[src/lgs_pkg.sv]
`timescale 1ns / 1ps
`default_nettype none

package lgs_pkg;

	// Default grid bounds
	localparam int DEF_MAX_ROWS = 64;
	localparam int DEF_MAX_COLS = 64;

	// Size registers
	localparam int CFG_W = 7;
	localparam int CFG_IDX_W = 1;
	localparam logic [CFG_W-1:0] SIZE_RESET = 7'd64;
	localparam int MIN_SIZE = 3;

	localparam logic [CFG_IDX_W-1:0] REG_GRID_ROWS = 1'd0;
	localparam logic [CFG_IDX_W-1:0] REG_GRID_COLS = 1'd1;

	// Item fields
	localparam int OP_W = 2;
	localparam int IDX_W = 6;
	localparam int IN_DATA_W = 16;
	localparam int OUT_DATA_W = 8;

	localparam logic [OP_W-1:0] OP_WRITE = 2'd0;
	localparam logic [OP_W-1:0] OP_READ = 2'd1;
	localparam logic [OP_W-1:0] OP_STEP = 2'd2;
	localparam logic [OP_W-1:0] OP_NONE = 2'd3;

	// Neighbor counts of the life rule
	localparam logic [3:0] LIFE_BIRTH = 4'd3;
	localparam logic [3:0] LIFE_KEEP = 4'd2;

endpackage

`default_nettype wire

[src/lgs_row_rule.sv]
`timescale 1ns / 1ps
`default_nettype none

module lgs_row_rule #(
	parameter int MAX_COLS = lgs_pkg::DEF_MAX_COLS
) (
	input  wire logic [MAX_COLS-1:0]          up,
	input  wire logic [MAX_COLS-1:0]          cur,
	input  wire logic [MAX_COLS-1:0]          dn,
	input  wire logic [$clog2(MAX_COLS+1)-1:0] ncols,
	output logic      [MAX_COLS-1:0]          nxt
);
	import lgs_pkg::*;

	localparam int CW = $clog2(MAX_COLS + 1);
	localparam int CAW = $clog2(MAX_COLS);

	logic [CW-1:0]  last_w;
	logic [CAW-1:0] last_idx;

	// Last column in use closes the torus
	assign last_w = ncols - CW'(1);
	assign last_idx = last_w[CAW-1:0];

	// One lane per column
	for (genvar c = 0; c < MAX_COLS; c++) begin : g_lane
		logic up_l, up_r, cur_l, cur_r, dn_l, dn_r;
		logic at_last;
		logic [3:0] cnt;

		assign at_last = (CW'(c) == last_w);

		if (c == 0) begin : g_left_wrap
			assign up_l = up[last_idx];
			assign cur_l = cur[last_idx];
			assign dn_l = dn[last_idx];
		end else begin : g_left
			assign up_l = up[c-1];
			assign cur_l = cur[c-1];
			assign dn_l = dn[c-1];
		end

		if (c == MAX_COLS - 1) begin : g_right_edge
			assign up_r = up[0];
			assign cur_r = cur[0];
			assign dn_r = dn[0];
		end else begin : g_right
			assign up_r = at_last ? up[0] : up[c+1];
			assign cur_r = at_last ? cur[0] : cur[c+1];
			assign dn_r = at_last ? dn[0] : dn[c+1];
		end

		// Count the eight neighbors
		assign cnt = 4'(up_l) + 4'(up[c]) + 4'(up_r) + 4'(cur_l) + 4'(cur_r)
			+ 4'(dn_l) + 4'(dn[c]) + 4'(dn_r);

		// Birth or survival; columns past the size in use die
		assign nxt[c] = (CW'(c) < ncols)
			&& ((cnt == LIFE_BIRTH) || (cur[c] && (cnt == LIFE_KEEP)));
	end

endmodule

`default_nettype wire

[config.mk]
export PLATFORM = sky130hd
export DESIGN_NAME = lgs_row_rule
export DESIGN_NICKNAME = d
export VERILOG_FILES = /design/src/lgs_pkg.sv /design/src/lgs_row_rule.sv
export SDC_FILE = /design/constraint.sdc
export NUM_CORES = 1
export LEC_CHECK = 0
export ABC_CLOCK_PERIOD_IN_PS = 8050
export BUFFER_PORTS_ARGS = -buffer_cell sky130_fd_sc_hd__clkbuf_2
export CAP_MARGIN = 20
export CELL_PAD_IN_SITES_DETAIL_PLACEMENT = 1
export CELL_PAD_IN_SITES_GLOBAL_PLACEMENT = 1
export CORE_ASPECT_RATIO = 0.6
export CORE_MARGIN = 5
export CORE_UTILIZATION = 41
export DETAILED_ROUTE_END_ITERATION = 16
export GPL_ROUTABILITY_DRIVEN = 1
export PLACE_DENSITY = 0.85
export SYNTH_ARGS = -nofsm -noshare
export SYNTH_HDL_FRONTEND = slang
export SYNTH_SLANG_ARGS = --single-unit
[constraint.sdc]
create_clock -name vclk -period 8.05
set_input_delay 1.61 -clock vclk [all_inputs]
set_output_delay 1.61 -clock vclk [all_outputs]
set_load 0.03 [all_outputs]
==> key figures <==
Status
  • Outcome: finished, final reports clean

STA
  • RSZ-0062 raised after global routing: true
  • Max-slew violations: 0
  • Post-route clock period utilization: a little under 100%
  • Final min period: 7.98 ns
  • Setup WS post-layout: a little under 0.07 ns
  • Fmax: around 0.13 GHz
  • Final-report hold violation count: 0
  • Worst relative slew slack: between 30% and 40%
  • Tightest Pin Transition: between 0.9 and 1 ns
  • Final setup violation count: 0
  • Setup TNS: 0 ns

Routing
  • DRT iter0 DRCs: 1341
  • Vias post-DR: 14500
  • DR vias/cell: between 6 and 7
  • Post-route ant nets: 0
  • DRT Wirelength: a little over 60000 um
  • Router iterations before antenna repair: 5
  • Wirelength per Cell: approximately 26 um
  • # DRC: 0

Critical path
  • CP endpoint kind: primary output
  • Worst EP required: between 6 and 7 ns
  • Crit Path Category: input port to primary output
  • Worst setup SP type: input port
  • Largest fanout on the critical path: 4
  • CP Data Arrival Time: 6.37 ns

Synth
  • Largest family of logic cells by synthesized area: adder cells
  • Cells after synthesis: between 1500 and 2000
  • Multiplexer area fraction after synthesis: between 10% and 20%
  • Post-synthesis compound-gate area fraction: ~14%
  • Synth Net Count: about 2300
  • Post-synth cell types: between 60 and 70
  • Avg Inst Size Synth: just over 9 um2
  • Post-Synth Adder-Cell Area: 51.8%
  • Post-Synth XOR/XNOR Area: 0.409%
  • Sequential area share after synthesis: 0%
  • Yosys warning count: 0
  • Synthesized area: about 15000 um2
  • Simple-Gate Fraction of Synth Area: between 10% and 20%

Floorplan
  • Die footprint: ~40000 um2
  • Initial Utilization: about two fifths
  • Die Y: approximately 160 um
  • Top Ports: 263
  • DIE WIDTH: around 250 um
  • Row count: between 50 and 60
  • Area of the core: roughly 35000 um2

Placement
  • Post-DP HPWL: a little over 50000 um
  • Setup Slack @ Placement: around 0.00023 ns
  • Placer Congestion: 0.923
  • Port Buf Inserts: 263

Global routing
  • Antenna violations before repair: 4
  • Vias in the first global route: 16200
  • Largest net degree at the start of global routing: about 50
  • Global-route wire length before repair: 93400 um
  • Total track usage: ~30%
  • Gr ovfl total: 0

Pwr
  • Worst vdd ir: approximately 0.06 mV
  • Leak Pwr: about 8.7 nW
  • Pwr/cell area: 135 nW/um2

Finish
  • Layout cells sized above 1: 21.4%
  • P&R area growth vs syn: 14.8%
  • Commonest non-fill, non-tap cell in the layout: clkbuf_2
  • Commonest non-fill, non-tap cells in the layout: clkbuf_2, fa_1, inv_1, ha_1, nand2_1
  • Sequential cells: 0
  • Fin util: a little under half
  • Number of fill cells: 4179
  • Register area: 0 um2
  • Final nets: roughly 2500
  • CLK BUF: 0

Min path
  • Worst Hold Class: input port to primary output

Clock network
  • Post-CTS setup buffers: 0
  • Hold_buf cts: 0

Flow run
  • Number of max-cap violations: 0
-- synthesized netlist by cell type (all sizes together) (2+ instances only) --
cell	number	area, um2
fa	256	5120
inv	202	758
ha	198	2480
nand2	176	668
o21ai	151	759
mux2i	127	1270
nand3	97	490
a21oi	86	430
mux4	39	878
clkbuf	35	131
nor2	31	121
o21a	30	225
buf	25	139
nor3	25	158
o221ai	15	131
o2111a	13	146
a2111oi	11	96.3
o211ai	11	92.6
and2	8	53.8
nand4	8	50.1
and3	7	43.8
a222oi	4	40.0
nand2b	4	25.0
nor2b	4	25.0
nor4b	4	35.0
xnor2	4	35.0
o22ai	3	18.8
or3	3	18.8
a21o	2	15.0
a22oi	2	15.0
a31oi	2	12.5
mux2	2	22.5
nand3b	2	15.0
or2	2	12.5
xor2	2	25.0
-- path summary, 6_finish.rpt --
kind	startpoint	end	depth (start not counted)
max	ncols[0]	nxt[0]	20
min	cur[4]	nxt[4]	4
-- stage by stage --
| step | std cells | total power, mW | hold slack [ns] | cell area, um2 |
|---|---|---|---|---|
| 6_report | 2323 | 2.27 | 3.74 | 16900 |
| 2_1_floorplan | 1604 | 1.51 | 3.47 | 14800 |
| 5_1_grt | 2323 | 2.54 | 3.77 | 16900 |
| 4_1_cts | 2320 | 2.26 | 3.74 | 16800 |
| 3_3_place_gp | 2320 | 2.04 | 3.73 | 16800 |
| 3_5_place_dp | 2320 | 2.24 | 3.73 | 16800 |
-- cells by family after synthesis --
kind of cell / Yosys count
buf+inv: 263
fa+ha+maj: 454
xor+xnor: 6
mux: 168
compound gates: 341
simple gates: 372
-- report_power, final --
group	switching (mW)	total [mW]	leakage, nW	internal [mW]
Combinational	1.39	2.27	8.66	0.884
Clock	0	0.0000000332	0.0000127	0.0000000332
Sequential	0	0	0	0
-- worst max-delay path: stages --
cell and delay [ns]:
buf_4 0.13, inv_1 0.08, ha_1 0.19, nor3b_4 0.26, xor2_2 0.23, nor2_1 0.08
and3_1 0.24, nand2_1 0.15, mux2_2 0.36, fa_1 0.48, inv_1 0.06, fa_1 0.52
fa_1 0.56, inv_1 0.06, ha_1 0.23, fa_1 0.40, o21ai_1 0.20, o21ai_0 0.14
nor2_2 0.16, clkbuf_2 0.22
-- layout make-up --
cell class,instances,area (um2),area share (%)
inverters,203,762,4.52
repair buffers,310,1710,10.1
well taps,467,584,3.47
diodes,2,5.00,0.0297
multi-input cells,1341,13800,81.8
-- metal layers --
layer / part of all wire, % / wire length (um) / up-vias / global-route usage, %
li1: - / - / 6146 / -
met1: 42 / 25300 / 7447 / 41.1
met2: 45 / 27300 / 771 / 48.1
met3: 9.0 / 5480 / 170 / 5.78
met4: 4.0 / 2450 / 4 / 9.76
met5: 0.045 / 27 / - / 0
-- repair_timing --
action,in CTS,in global routing
endpoints found under the hold margin,0,0
setup endpoints to repair,1,13
resized for setup,1,7
Note: power is estimated with default switching activity, not from simulation.
