--- config.mk ---
export PLATFORM = sky130hd
export DESIGN_NAME = lgs_ram
export DESIGN_NICKNAME = d
export VERILOG_FILES = /design/src/lgs_ram.sv
export SDC_FILE = /design/constraint.sdc
export NUM_CORES = 2
export LEC_CHECK = 0
export BUFFER_PORTS_ARGS = -buffer_cell sky130_fd_sc_hd__buf_2
export CAP_MARGIN = 20
export CORE_ASPECT_RATIO = 2
export CORE_MARGIN = 2
export CORE_UTILIZATION = 57
export DETAILED_ROUTE_END_ITERATION = 16
export PLACE_DENSITY = 0.77
export SETUP_SLACK_MARGIN = 0.05
export SLEW_MARGIN = 20
export SYNTH_ARGS = -nofsm -noshare
export SYNTH_HDL_FRONTEND = slang
export SYNTH_SLANG_ARGS = --single-unit
--- constraint.sdc ---
create_clock -name clk -period 8.4 [get_ports clk]
set_input_delay 2.52 -clock clk [delete_from_list [all_inputs] [get_ports clk]]
set_output_delay 2.52 -clock clk [all_outputs]
set_load 0.01 [all_outputs]
--- src/lgs_ram.sv ---
`timescale 1ns / 1ps
`default_nettype none

module lgs_ram #(
	parameter int WIDTH = 64,
	parameter int DEPTH = 64
) (
	input  wire logic                     clk,
	input  wire logic                     we,
	input  wire logic [$clog2(DEPTH)-1:0] waddr,
	input  wire logic [WIDTH-1:0]         wdata,
	input  wire logic                     re,
	input  wire logic [$clog2(DEPTH)-1:0] raddr,
	output logic      [WIDTH-1:0]         rdata
);

	logic [WIDTH-1:0] mem_q [DEPTH];
	logic [WIDTH-1:0] rdata_q;

	// Write one word, read one word with registered output
	always_ff @(posedge clk) begin
		if (we) begin
			mem_q[waddr] <= wdata;
		end
		if (re) begin
			rdata_q <= mem_q[raddr];
		end
	end

	assign rdata = rdata_q;

endmodule

`default_nettype wire

==> results.txt <==
----------------------------------------------------
[Timing]
  Share of the clock period used by the worst path ... 0.6000
  Unrepaired setup endpoints after global routing ... no
  Max Freq ... ~200 MHz
  Time the worst path needs with I/O delays and setup ... between 5 and 6 ns
  Hold Violations, Final ... 0
  Number of max-slew violations in the final report ... 0
  Rel. slew slack ... 0.1640
  Clock Skews ... around 0.044 ns
  WHS ... 0.9002 ns
  Final setup slack of the worst path ... around 3.4 ns
  Total negative slack for setup checks ... 0 ns
  Actual transition at the worst max-transition pin ... between 1 and 1.5 ns
  Final Setup Violations ... 0

[Power]
  Fraction of power consumed by the clock network ... 0.386
  Power spent charging and discharging nets ... 8.620 mW
  Reg power frac ... 0.566
  Design Power ... approximately 41 mW
  Peak supply drop ... between 0.15 and 0.2 mV
  Internal portion of total power ... approximately 32 mW
  Net switching fraction of the power ... 0.2112
  Lkg Pwr ... ~54 nW
  PwrDens ... ~230 nW/um2
  Combinational cell fraction of total power ... 0.048

[Critical path]
  Startpoint of the worst setup timing path ... raddr[0]
  Path type of the worst setup path ... input port to flop
  CP Max Fanout ... 89
  Worst setup slack for register-to-register paths ... approximately 6 ns
  Data arrival time of the critical path ... 5.69 ns
  Startpoint of the lowest-slack register-to-register path ... mem_q[11][44]$_DFFE_PP_
  End of the critical path ... rdata[46]$_DFFE_PP_
  Worst endpoint required time ... 9.05 ns
  Worst r2r dst ... rdata[44]$_DFFE_PP_
  Cell count of the worst reg-to-reg path ... 5
  Startpoint Class ... input port
  Critical Path Sink Type ... flop

[Placed design]
  I/O Buffers ... 142
  Placement Cell Area ... approximately 160000 um2
  Pre-CTS worst setup slack ... 2.542 ns
  Half-perimeter wire length of the detailed placement result ... roughly 230 mm
  Final weighted congestion in routability-driven placement ... approximately 0.8

[Synth]
  Post-Syn Instances ... between 6k and 7k
  Net count after synthesis ... roughly 6.7k
  Sequential cell area fraction in the yosys report ... 0.7957
  FFs w/ async S/R, synth ... 0
  Top cells by area in the synthesized netlist ... sky130_fd_sc_hd__edfxtp_1 (80%), sky130_fd_sc_hd__mux4_2 (15%), sky130_fd_sc_hd__mux2i_1 (0.86%), sky130_fd_sc_hd__a22oi_1 (0.80%), sky130_fd_sc_hd__buf_2 (0.54%)
  Top_reg_cell synth ... sky130_fd_sc_hd__edfxtp_1
  Distinct cell type count of the synthesized netlist ... 32
  Number of synthesized register bits ... 4160
  Share of the synthesized area in the top cell type ... 0.7957
  Cell type contributing the most total cell area after synthesis ... sky130_fd_sc_hd__edfxtp_1
  Synth warnings ... 0
  Cell area after technology mapping ... around 160000 um2
  Avg Inst Size Synth ... about 24 um2
  Post-synth EDFFs ... 4160

[Final layout]
  Synth-to-layout area growth ... 10.88%
  Area used by multi-input combinational logic ... 30770 um2
  Net count, final ... about 7k
  Reg area ... around 120000 um2
  Proportion of layout cells with a drive suffix above 1 ... 0.2721
  Total non-filler cell area in the finished layout ... between 150000 and 200000 um2
  Fill count ... 16.87k

[Route]
  Via density per instance ... 7.266
  Number of vias after detailed routing ... about 78k
  Detailed router's first-iteration violation count ... between 10k and 15k
  First-pass DRT Iterations ... 8
  Number of remaining DRC errors ... 0
  Post-DRT Antenna Nets ... 0
  Final wirelength ... between 400 and 500 mm
  Routed len/inst ... between 40 and 50 um

[Floorplanning]
  Initial standard-cell utilization of the core ... 0.5723
  Die H ... between 700 and 800 um
  Die width ... 375.1 um
  Number of top-level design ports ... approximately 140
  Number of placement rows ... 272
  Overall die area ... approximately 280000 um2
  Area inside the core boundary ... between 200000 and 300000 um2

[Clocking]
  Root buffer cell ... sky130_fd_sc_hd__clkbuf_16
  Max Buffers Root-to-Sink ... 4
  Setup Fix Bufs, Post-CTS ... 0
  Resized cells post-CTS ... 0
  Deepest level of the CTS H-tree ... 5
  Clock latency of the later-clocked register in the worst-skew pair ... 0.93 ns
  CTS sink count ... around 4.2k
  CTS tree ... done
  Hold buffer count at cts ... 0
  Number of buffers added by the clock tree synthesis step ... 331
  Clock transition at the register clock pins on the worst setup and hold paths after CTS ... around 0.070 ns

[GRT]
  Gr ovfl total ... 0
  GRT Overall Usage ... 0.3220
  Number of antenna violations at the first check in global routing ... 34
  Vias in the first global route ... about 80k
  First-pass GRT wire length ... approximately 620 mm
  Pin count of the biggest net entering global routing ... 119

[Job]
  Max_cap viols ... 0

[Outcome]
  Result of the run ... finished, final reports clean

[Hold path]
  Hold Crit Class ... flop to flop

----------------------------------------------------
## Yosys cell counts, types with 11 or more instances
library cell	number
sky130_fd_sc_hd__edfxtp_1	4160
sky130_fd_sc_hd__mux4_2	1024
sky130_fd_sc_hd__buf_2	170
sky130_fd_sc_hd__a22oi_1	168
sky130_fd_sc_hd__clkbuf_1	140
sky130_fd_sc_hd__mux2i_1	135
sky130_fd_sc_hd__nor2_1	112
sky130_fd_sc_hd__a22o_1	88
sky130_fd_sc_hd__o22ai_1	83
sky130_fd_sc_hd__and3_1	64
sky130_fd_sc_hd__a211oi_1	63
sky130_fd_sc_hd__nand2_1	58
sky130_fd_sc_hd__nand3_1	45
sky130_fd_sc_hd__o221ai_1	38
sky130_fd_sc_hd__buf_4	34
sky130_fd_sc_hd__or3_1	29
sky130_fd_sc_hd__nor2b_1	28
sky130_fd_sc_hd__or2_2	28
sky130_fd_sc_hd__a41oi_1	26
sky130_fd_sc_hd__buf_1	20
sky130_fd_sc_hd__a2bb2oi_1	19
sky130_fd_sc_hd__inv_1	19
sky130_fd_sc_hd__a31oi_1	18
sky130_fd_sc_hd__nand2b_1	11
## sequential cells by signal, indices dropped and copies added, names as in the netlist
| name | count |
|---|---|
| mem_q | 4096 |
| rdata | 64 |
## layout make-up
type	instances	area share
Inverter	19	0.0004097
Antenna cell	23	0.0003307
Clock buffer	403	0.04999
Tap cell	3562	0.02560
Multi-Input combinational cell	2049	0.1768
Timing Repair Buffer	346	0.01798
Clock inverter	190	0.01120
Sequential cell	4160	0.7177
## cells by family (layout without fill, tap and decap cells)
kind of cell,Yosys count,in the layout,synth area share
flops,4160,4160,0.7957
buf+inv,389,958,0.01176
other cells,0,23,0
mux,1159,1159,0.1555
compound gates,504,504,0.02467
simple gates,386,386,0.01235
## metal layers
metal / part of all wire / vias to the layer above / track usage / routed length [um]
li1: - / 29038 / - / -
met1: 0.30 / 40758 / 0.3660 / 132800
met2: 0.51 / 6557 / 0.5488 / 230000
met3: 0.12 / 1750 / 0.07390 / 51810
met4: 0.078 / 18 / 0.2076 / 34890
met5: 0.00025 / - / 0 / 114
## layout by cell type, fill, tap and decap left out, drive strengths merged, types with 29 or more instances in the layout
| cell type | netlist | layout |
|---|---|---|
| edfxtp | 4160 | 4160 |
| mux4 | 1024 | 1024 |
| clkbuf | 140 | 403 |
| buf | 230 | 346 |
| a22oi | 168 | 168 |
| mux2i | 135 | 135 |
| clkinv | 0 | 134 |
| nor2 | 112 | 112 |
| a22o | 88 | 88 |
| o22ai | 83 | 83 |
| and3 | 64 | 64 |
| a211oi | 63 | 63 |
| nand2 | 58 | 58 |
| nand3 | 45 | 45 |
| o221ai | 38 | 38 |
| bufinv | 0 | 33 |
| or3 | 29 | 29 |
| inv | 19 | 29 |
## per-stage QoR
| stage | std cells | util |
|---|---|---|
| 2_1_floorplan | 6598 | - |
| 4_1_cts | 10720 | 0.6335 |
| 3_3_place_gp | 10124 | 0.5944 |
| 3_5_place_dp | 10127 | 0.5947 |
| 5_1_grt | 10733 | 0.6344 |
| 6_report | 10752 | 0.6346 |
## how the worst min path moves through the flow
stage	from	endpoint	slack (ns)	depth (start not counted)
global route	mem_q[38][26]$_DFFE_PP_	rdata[26]$_DFFE_PP_	0.97	4
finish	mem_q[46][30]$_DFFE_PP_	rdata[30]$_DFFE_PP_	0.90	4
CTS	mem_q[46][30]$_DFFE_PP_	rdata[30]$_DFFE_PP_	0.90	4
floorplan	mem_q[30][61]$_DFFE_PP_	rdata[61]$_DFFE_PP_	0.86	4
detailed placement	mem_q[38][26]$_DFFE_PP_	rdata[26]$_DFFE_PP_	0.90	4
global placement	mem_q[36][26]$_DFFE_PP_	rdata[26]$_DFFE_PP_	0.90	4
## power groups by stage
stage,registers (mW),clock network [mW],logic (mW)
floorplan,23.5,0,1.07
global placement,23.6,0,1.86
finish,23.1,15.7,1.96
global route,23.1,16.4,2.04
CTS,23.1,15.8,1.93
detailed placement,23.6,0,1.91
## worst max-delay path, stage by stage
cell	delay [ns]
sky130_fd_sc_hd__buf_12	0.55
sky130_fd_sc_hd__buf_12	0.40
sky130_fd_sc_hd__buf_4	0.34
sky130_fd_sc_hd__mux4_2	0.54
sky130_fd_sc_hd__nor2b_1	0.16
sky130_fd_sc_hd__a211oi_1	0.39
sky130_fd_sc_hd__o22ai_1	0.29
sky130_fd_sc_hd__and3_1	0.22
No activity file was read; power rests on OpenSTA's default activity.
